**src/hdl/sceq_pkg.sv**
```systemverilog
// types, constants and the letter table of the scancode event queue
package sceq_pkg;

  localparam int unsigned QueueDepth = 16;
  localparam int unsigned PtrW       = (QueueDepth > 1) ? $clog2(QueueDepth) : 1;
  localparam int unsigned CntW       = $clog2(QueueDepth + 1);
  localparam int unsigned PendW      = 5;

  localparam logic [7:0] PrefixE0 = 8'he0;
  localparam logic [7:0] PrefixE1 = 8'he1;

  localparam logic CmdPush = 1'b0;
  localparam logic CmdPop  = 1'b1;

  typedef struct packed {
    logic [6:0] code;
    logic       pressed;
    logic [6:0] chr;
  } sceq_event_t;

  typedef enum logic [1:0] {
    S_IDLE = 2'b01,
    S_READ = 2'b10
  } sceq_state_e;

  function automatic logic [6:0] sceq_letter(input logic [6:0] mk);
    logic [6:0] chr;
    chr = '0;
    case (mk)
      7'h10: chr = 7'("Q");
      7'h11: chr = 7'("W");
      7'h12: chr = 7'("E");
      7'h13: chr = 7'("R");
      7'h14: chr = 7'("T");
      7'h15: chr = 7'("Y");
      7'h16: chr = 7'("U");
      7'h17: chr = 7'("I");
      7'h18: chr = 7'("O");
      7'h19: chr = 7'("P");
      7'h1e: chr = 7'("A");
      7'h1f: chr = 7'("S");
      7'h20: chr = 7'("D");
      7'h21: chr = 7'("F");
      7'h22: chr = 7'("G");
      7'h23: chr = 7'("H");
      7'h24: chr = 7'("J");
      7'h25: chr = 7'("K");
      7'h26: chr = 7'("L");
      7'h2c: chr = 7'("Z");
      7'h2d: chr = 7'("X");
      7'h2e: chr = 7'("C");
      7'h2f: chr = 7'("V");
      7'h30: chr = 7'("B");
      7'h31: chr = 7'("N");
      7'h32: chr = 7'("M");
      7'h39: chr = 7'(" ");
      default: chr = '0;
    endcase
    return chr;
  endfunction

endpackage

```
**src/hdl/sceq_if.sv**
```systemverilog
// valid/ready channel interfaces for scancode input and event output
interface sceq_in_if;
  logic       valid;
  logic       ready;
  logic       cmd;
  logic [7:0] raw_code;

  modport source (output valid, output cmd, output raw_code, input ready);
  modport sink (input valid, input cmd, input raw_code, output ready);
endinterface

interface sceq_out_if;
  logic       valid;
  logic       ready;
  logic       ok;
  logic [6:0] event_code;
  logic       event_pressed;
  logic [6:0] event_char;
  logic [4:0] pending;

  modport source (
    output valid, output ok, output event_code, output event_pressed,
    output event_char, output pending, input ready
  );
  modport sink (
    input valid, input ok, input event_code, input event_pressed,
    input event_char, input pending, output ready
  );
endinterface

```
**src/hdl/sceq_decoder.sv**
```systemverilog
// set-1 scancode decoder: make code, press flag, letter and prefix detect
module sceq_decoder
  import sceq_pkg::*;
(
  input  logic [7:0]  raw_code_i,
  output sceq_event_t event_o,
  output logic        prefix_o
);

  assign event_o.code    = raw_code_i[6:0];
  assign event_o.pressed = ~raw_code_i[7];
  assign event_o.chr     = sceq_letter(raw_code_i[6:0]);
  assign prefix_o        = (raw_code_i == PrefixE0) || (raw_code_i == PrefixE1);

endmodule

```
**src/hdl/scancode_event_queue_core.sv**
```systemverilog
// scancode event queue top level: decoder, event memory and output register
//
//   channel | modport | payload
//   in_i    | sink    | cmd, raw_code
//   out_o   | source  | ok, event_code, event_pressed, event_char, pending
//
// push, prefix byte, full queue or empty pop: result registered in the cycle after acceptance
// pop of a stored event: the event memory's registered read, then the output register
// one transaction in flight; a new one is taken as the output register frees up
// reset clears pointers, fill count and control; the memory needs no clearing pass
// a stalled output holds its result and blocks further input
module scancode_event_queue_core
  import sceq_pkg::*;
(
  input  logic              clk_i,
  input  logic              rst_ni,
  sceq_in_if.sink           in_i,
  sceq_out_if.source        out_o
);

  sceq_event_t mem_q [QueueDepth];
  sceq_event_t rd_data_q;

  sceq_state_e         state_q, state_d;
  logic [PtrW-1:0]     head_q, head_d;
  logic [PtrW-1:0]     tail_q, tail_d;
  logic [CntW-1:0]     count_q, count_d;

  logic                out_valid_q, out_valid_d;
  logic                ok_q, ok_d;
  sceq_event_t         res_q, res_d;
  logic [PendW-1:0]    pend_q, pend_d;

  sceq_event_t         dec_event;
  logic                dec_prefix;
  logic                accept, load, wr_en, rd_en;
  logic                full, empty;

  sceq_decoder u_decoder (
    .raw_code_i (in_i.raw_code),
    .event_o    (dec_event),
    .prefix_o   (dec_prefix)
  );

  assign full   = (count_q == CntW'(QueueDepth));
  assign empty  = (count_q == '0);
  assign in_i.ready = (state_q == S_IDLE) && (!out_valid_q || out_o.ready);
  assign accept = in_i.valid && in_i.ready;
  assign wr_en  = accept && (in_i.cmd == CmdPush) && !dec_prefix && !full;
  assign rd_en  = accept && (in_i.cmd == CmdPop) && !empty;

  always_comb begin
    state_d = state_q;
    head_d  = head_q;
    tail_d  = tail_q;
    count_d = count_q;
    load    = 1'b0;
    ok_d    = ok_q;
    res_d   = res_q;
    pend_d  = pend_q;
    unique case (state_q)
      S_IDLE: begin
        if (wr_en) begin
          tail_d  = (tail_q == PtrW'(QueueDepth - 1)) ? '0 : tail_q + 1'b1;
          count_d = count_q + 1'b1;
        end
        if (rd_en) begin
          head_d  = (head_q == PtrW'(QueueDepth - 1)) ? '0 : head_q + 1'b1;
          count_d = count_q - 1'b1;
          state_d = S_READ;
        end else if (accept) begin
          load   = 1'b1;
          ok_d   = wr_en;
          res_d  = '0;
          pend_d = PendW'(count_d);
        end
      end
      S_READ: begin
        load    = 1'b1;
        ok_d    = 1'b1;
        res_d   = rd_data_q;
        pend_d  = PendW'(count_q);
        state_d = S_IDLE;
      end
      default: state_d = S_IDLE;
    endcase
  end

  always_comb begin
    out_valid_d = out_valid_q;
    if (load) begin
      out_valid_d = 1'b1;
    end else if (out_o.ready) begin
      out_valid_d = 1'b0;
    end
  end

  always_ff @(posedge clk_i or negedge rst_ni) begin
    if (!rst_ni) begin
      state_q     <= S_IDLE;
      head_q      <= '0;
      tail_q      <= '0;
      count_q     <= '0;
      out_valid_q <= 1'b0;
    end else begin
      state_q     <= state_d;
      head_q      <= head_d;
      tail_q      <= tail_d;
      count_q     <= count_d;
      out_valid_q <= out_valid_d;
    end
  end

  always_ff @(posedge clk_i) begin
    if (load) begin
      ok_q   <= ok_d;
      res_q  <= res_d;
      pend_q <= pend_d;
    end
  end

  // event memory, one write and one registered read port
  always_ff @(posedge clk_i) begin
    if (wr_en) begin
      mem_q[tail_q] <= dec_event;
    end
    if (rd_en) begin
      rd_data_q <= mem_q[head_q];
    end
  end

  assign out_o.valid         = out_valid_q;
  assign out_o.ok            = ok_q;
  assign out_o.event_code    = res_q.code;
  assign out_o.event_pressed = res_q.pressed;
  assign out_o.event_char    = res_q.chr;
  assign out_o.pending       = pend_q;

endmodule

```
**src/flat_wrapper.sv**
```systemverilog
// flat-port wrapper written by rule: the top's interface ports become plain ports
module scancode_event_queue_core_flat import sceq_pkg::*;
  (clk_i, rst_ni, in_i_valid, in_i_cmd, in_i_raw_code, in_i_ready, out_o_valid, out_o_ok, out_o_event_code, out_o_event_pressed, out_o_event_char, out_o_pending, out_o_ready);
  sceq_in_if in_i_i ();
  sceq_out_if out_o_i ();
  input  logic clk_i;
  input  logic rst_ni;
  input wire logic [$bits(in_i_i.valid)-1:0] in_i_valid;
  input wire logic [$bits(in_i_i.cmd)-1:0] in_i_cmd;
  input wire logic [$bits(in_i_i.raw_code)-1:0] in_i_raw_code;
  output wire logic [$bits(in_i_i.ready)-1:0] in_i_ready;
  output wire logic [$bits(out_o_i.valid)-1:0] out_o_valid;
  output wire logic [$bits(out_o_i.ok)-1:0] out_o_ok;
  output wire logic [$bits(out_o_i.event_code)-1:0] out_o_event_code;
  output wire logic [$bits(out_o_i.event_pressed)-1:0] out_o_event_pressed;
  output wire logic [$bits(out_o_i.event_char)-1:0] out_o_event_char;
  output wire logic [$bits(out_o_i.pending)-1:0] out_o_pending;
  input wire logic [$bits(out_o_i.ready)-1:0] out_o_ready;
  assign in_i_i.valid = in_i_valid;
  assign in_i_i.cmd = in_i_cmd;
  assign in_i_i.raw_code = in_i_raw_code;
  assign in_i_ready = in_i_i.ready;
  assign out_o_valid = out_o_i.valid;
  assign out_o_ok = out_o_i.ok;
  assign out_o_event_code = out_o_i.event_code;
  assign out_o_event_pressed = out_o_i.event_pressed;
  assign out_o_event_char = out_o_i.event_char;
  assign out_o_pending = out_o_i.pending;
  assign out_o_i.ready = out_o_ready;
  scancode_event_queue_core u_core (.clk_i(clk_i), .rst_ni(rst_ni), .in_i(in_i_i), .out_o(out_o_i));
endmodule
```
**config.mk**
```make
export PLATFORM = sky130hd
export DESIGN_NAME = scancode_event_queue_core_flat
export DESIGN_NICKNAME = d
export VERILOG_FILES = /design/src/hdl/sceq_pkg.sv /design/src/hdl/sceq_if.sv /design/src/hdl/sceq_decoder.sv /design/src/hdl/scancode_event_queue_core.sv /design/src/flat_wrapper.sv
export SDC_FILE = /design/constraint.sdc
export NUM_CORES = 1
export LEC_CHECK = 0
export BUFFER_PORTS_ARGS = -buffer_cell sky130_fd_sc_hd__clkbuf_2
export CAP_MARGIN = 20
export CORE_MARGIN = 3
export CORE_UTILIZATION = 62
export CTS_CLUSTER_DIAMETER = 50
export CTS_CLUSTER_SIZE = 28
export DETAILED_ROUTE_END_ITERATION = 7
export GPL_TIMING_DRIVEN = 0
export PLACE_DENSITY = 0.9
export SETUP_SLACK_MARGIN = 0.02
export SLEW_MARGIN = 10
export SYNTH_ARGS = -nofsm -noshare
export SYNTH_HDL_FRONTEND = slang
export SYNTH_SLANG_ARGS = --single-unit
```
**constraint.sdc**
```tcl
create_clock -name clk_i -period 4.5 [get_ports clk_i]
set_input_delay 0.9 -clock clk_i [delete_from_list [all_inputs] [get_ports clk_i]]
set_output_delay 0.9 -clock clk_i [all_outputs]
set_load 0.005 [all_outputs]
```
==> results.txt <==
share of the synthesized area in the top cell type -> 0.688
Final #Nets -> 822
Sink Count -> 292
diodes inserted -> 0
Finish-stage setup viols -> 0
CP max FO -> 22
DR DRC count -> 0
largest family of logic cells by synthesized area -> multiplexers
simple-gate share of the synthesized area -> 0.0541
CTS Root Cell -> clkbuf_16
Mapped Nets -> 744
largest net degree at the start of global routing -> 25
post-route ant nets -> 0
complex-gate fraction of the synthesized area -> 0.0610
most common cell after layout, fill and taps aside -> edfxtp_1
fin util -> 0.716
Pre-Repair DR Iteration Count -> 6
Hold WS -> 0.292 ns
power per standard cell area -> 574 mW/mm^2
Die Wd -> 145 um
post-synthesis mux area share -> 0.115
fillers -> 1118
Setup Skew -> 0.0107 ns
fmax -> 0.265 GHz
post-CTS setup buffers -> 0
total CTS buffers -> 23
Hold-fix buffers, CTS -> 0
clock buffer depth -> 3
H-tree lvl count -> 1
GRT overflow -> 0
global-route wire length before repair -> 38700 um
io pins -> 36
total global-route track usage -> 0.241
mean post-synth cell area -> 16.9 um^2
Async SR Flop Fraction -> 0.0548
Slew HR -> 0.262
required time of the critical path -> 4.73 ns
Post-Synthesis Cells -> 712
CP endpoint kind -> flop
PostCTS Resize Cnt -> 0
Initial Utilization -> 0.638
full die area -> 0.0211 mm^2
leading cell types in the layout, fill and taps excluded -> edfxtp_1, mux2i_1, o21ai_0, nand2_1, clkbuf_2
worst skew pair latency -> 0.53 ns
storage element area -> 0.00869 mm^2
Fin. Hold Viols -> 0
WS Path Type -> input pin to flop
Post-Synth XOR/XNOR Area -> 0.00727
DRT iter0 DRCs -> 963
type of origin of the critical path -> input pin
Peak VDD IR -> 392 uV
synthesized-area fraction occupied by adder cells -> 0.0197
CTS tree -> built
Seq/Total Area, Yosys -> 0.721
Worst Path Arrival -> 4.01 ns
Tcrit/Tclk final -> 0.839
die height -> 145 um
IO buf count -> 35
RSZ-0062 raised after global routing -> no
final RePlAce weighted congestion -> 0.935
vias -> 6865
Yosys Warn Count -> 0
Power Total -> 0.00777 W
fin. max-slew vios -> 0
multi-input logic area -> 0.00315 mm^2
Period minus WS final -> 3.78 ns
DP Wirelength -> 17100 um
Max Cap Viol -> 0
row count -> 50
total wire length -> 25700 um
Area contributors post-synth -> edfxtp_1, mux4_2, mux2i_1
average vias per placed instance -> 6.43
outcome -> completed
Pleak -> 4.70 nW
Core Region -> 0.0189 mm^2
vias in the first global route -> 6816
Synth Register Bits -> 292
initial antenna violation count -> 0
EDFF count, synth -> 276
count of cell types in the netlist -> 55
Reg clk slew, reported paths -> 0.08 ns
synth-to-layout area growth -> 12.3%
Syn Std Cell Area -> 0.0120 mm^2
Hold Crit Class -> input pin to asynchronous set/reset pin
drt wl/cell -> 24.1 um
largest area contributor in the synthesized netlist -> edfxtp_1
layout cell share with drive strength beyond 1 -> 0.228
slew at the pin closest to its max-slew limit -> 1.10 ns
Main synth FF type -> edfxtp_1
[logic make-up after synthesis]
group / Yosys count
buffers and inverters: 57
adders and majority gates: 19
muxes: 98
and+or+nand+nor: 119
AOI/OAI and AO/OA: 117
DFF: 292
xor gates and xnor gates: 10
[synth_stat cells, types with 2 or more instances]
library cell    n
a221oi_1       15
mux2i_1        48
nand2b_1        3
and3_1          6
nand4b_1        2
a211oi_1        2
and2_1         18
nand4_1         3
nand3b_1        2
inv_1          16
xnor2_1         7
nor2b_1         5
nor2_1         19
a31oi_1         4
dfrtp_1        15
nand2_1        37
buf_6           4
buf_2          11
clkbuf_1       25
o2111ai_1       2
xor2_1          3
mux4_2         30
nand3_1         6
o21ai_0        39
o21ai_1         2
a21oi_1        28
a22oi_1        17
ha_1           19
edfxtp_1      276
nor4_1          5
nor4_2          2
mux2_1          2
mux2_2         17
[power breakdown]
part	internal [W]	switching (W)	total, W
Clock	0.00110	0.000992	0.00209
Combinational	0.000893	0.00143	0.00232
Sequential	0.00326	0.0000993	0.00336
Total	0.00526	0.00252	0.00777
[sequential cells by signal, indices dropped and copies added (netlist names)]
signal / flops
u_core.out_o.ok: 1
u_core.head_q: 4
u_core.out_o.valid: 1
u_core.out_o.event_char: 7
u_core.out_o.event_code: 7
u_core.count_q: 5
u_core.mem_q: 240
u_core.out_o.pending: 5
u_core.out_o.event_pressed: 1
u_core.tail_q: 4
u_core.rd_data_q: 15
u_core.state_q: 2
[metal layers]
layer  part of all wire  GRT usage  routed length, um  vias to the layer above
met3              0.091     0.0473               2330                       96
li1                   -          -                  -                     2948
met2               0.50      0.415              13000                      427
met1               0.36      0.311               9310                     3394
met4              0.042     0.0874               1080                        0
met5                  0          0                  0                        -
[worst paths after layout]
check	start	endpoint	slack, ns	depth (start not counted)
hold / removal	rst_ni	u_core.tail_q[0]$_DFFE_PN0P_	0.29	1
setup / recovery	in_i_raw_code[1]	u_core.mem_q[15][9]$_DFFE_PP_	0.72	10
min in group clk_i	u_core.state_q[0]$_DFFE_PN1P_	u_core.state_q[0]$_DFFE_PN1P_	0.51	2
setup reg to reg	u_core.state_q[0]$_DFFE_PN1P_	u_core.mem_q[15][9]$_DFFE_PP_	1.25	8
max in group asynchronous	rst_ni	u_core.state_q[0]$_DFFE_PN1P_	3.88	1
hold reg to reg	u_core.state_q[0]$_DFFE_PN1P_	u_core.state_q[0]$_DFFE_PN1P_	0.51	2
[metrics by stage]
step	setup TNS (ns)	cells	cell area [um^2]	setup WS [ns]
6_report	0	1067	13500	0.722
5_1_grt	0	1067	13500	0.506
4_1_cts	0	1066	13500	0.767
3_5_place_dp	0	1024	12700	0.258
3_3_place_gp	-97.82	1007	12500	-1.66
2_1_floorplan	0	712	12000	0.521
[final cells by class]
type,instances,area share
plain buffers,41,0.0149
repair buffers,53,0.0233
clock buffers,23,0.0425
well taps,260,0.0240
clock inverters,19,0.0159
multi-input cells,363,0.233
flip-flops and latches,292,0.642
inverters,16,0.00444
[worst max-delay path: stages]
cell      delay [ns]
clkbuf_2        0.38
inv_1           0.26
ha_1            0.29
nor2_1          0.18
nor4_2          0.11
nor4_2          0.53
buf_2           0.32
nand3_1         0.19
nor2_1          0.54
buf_4           0.30
Power figures use the tool's default switching activity.
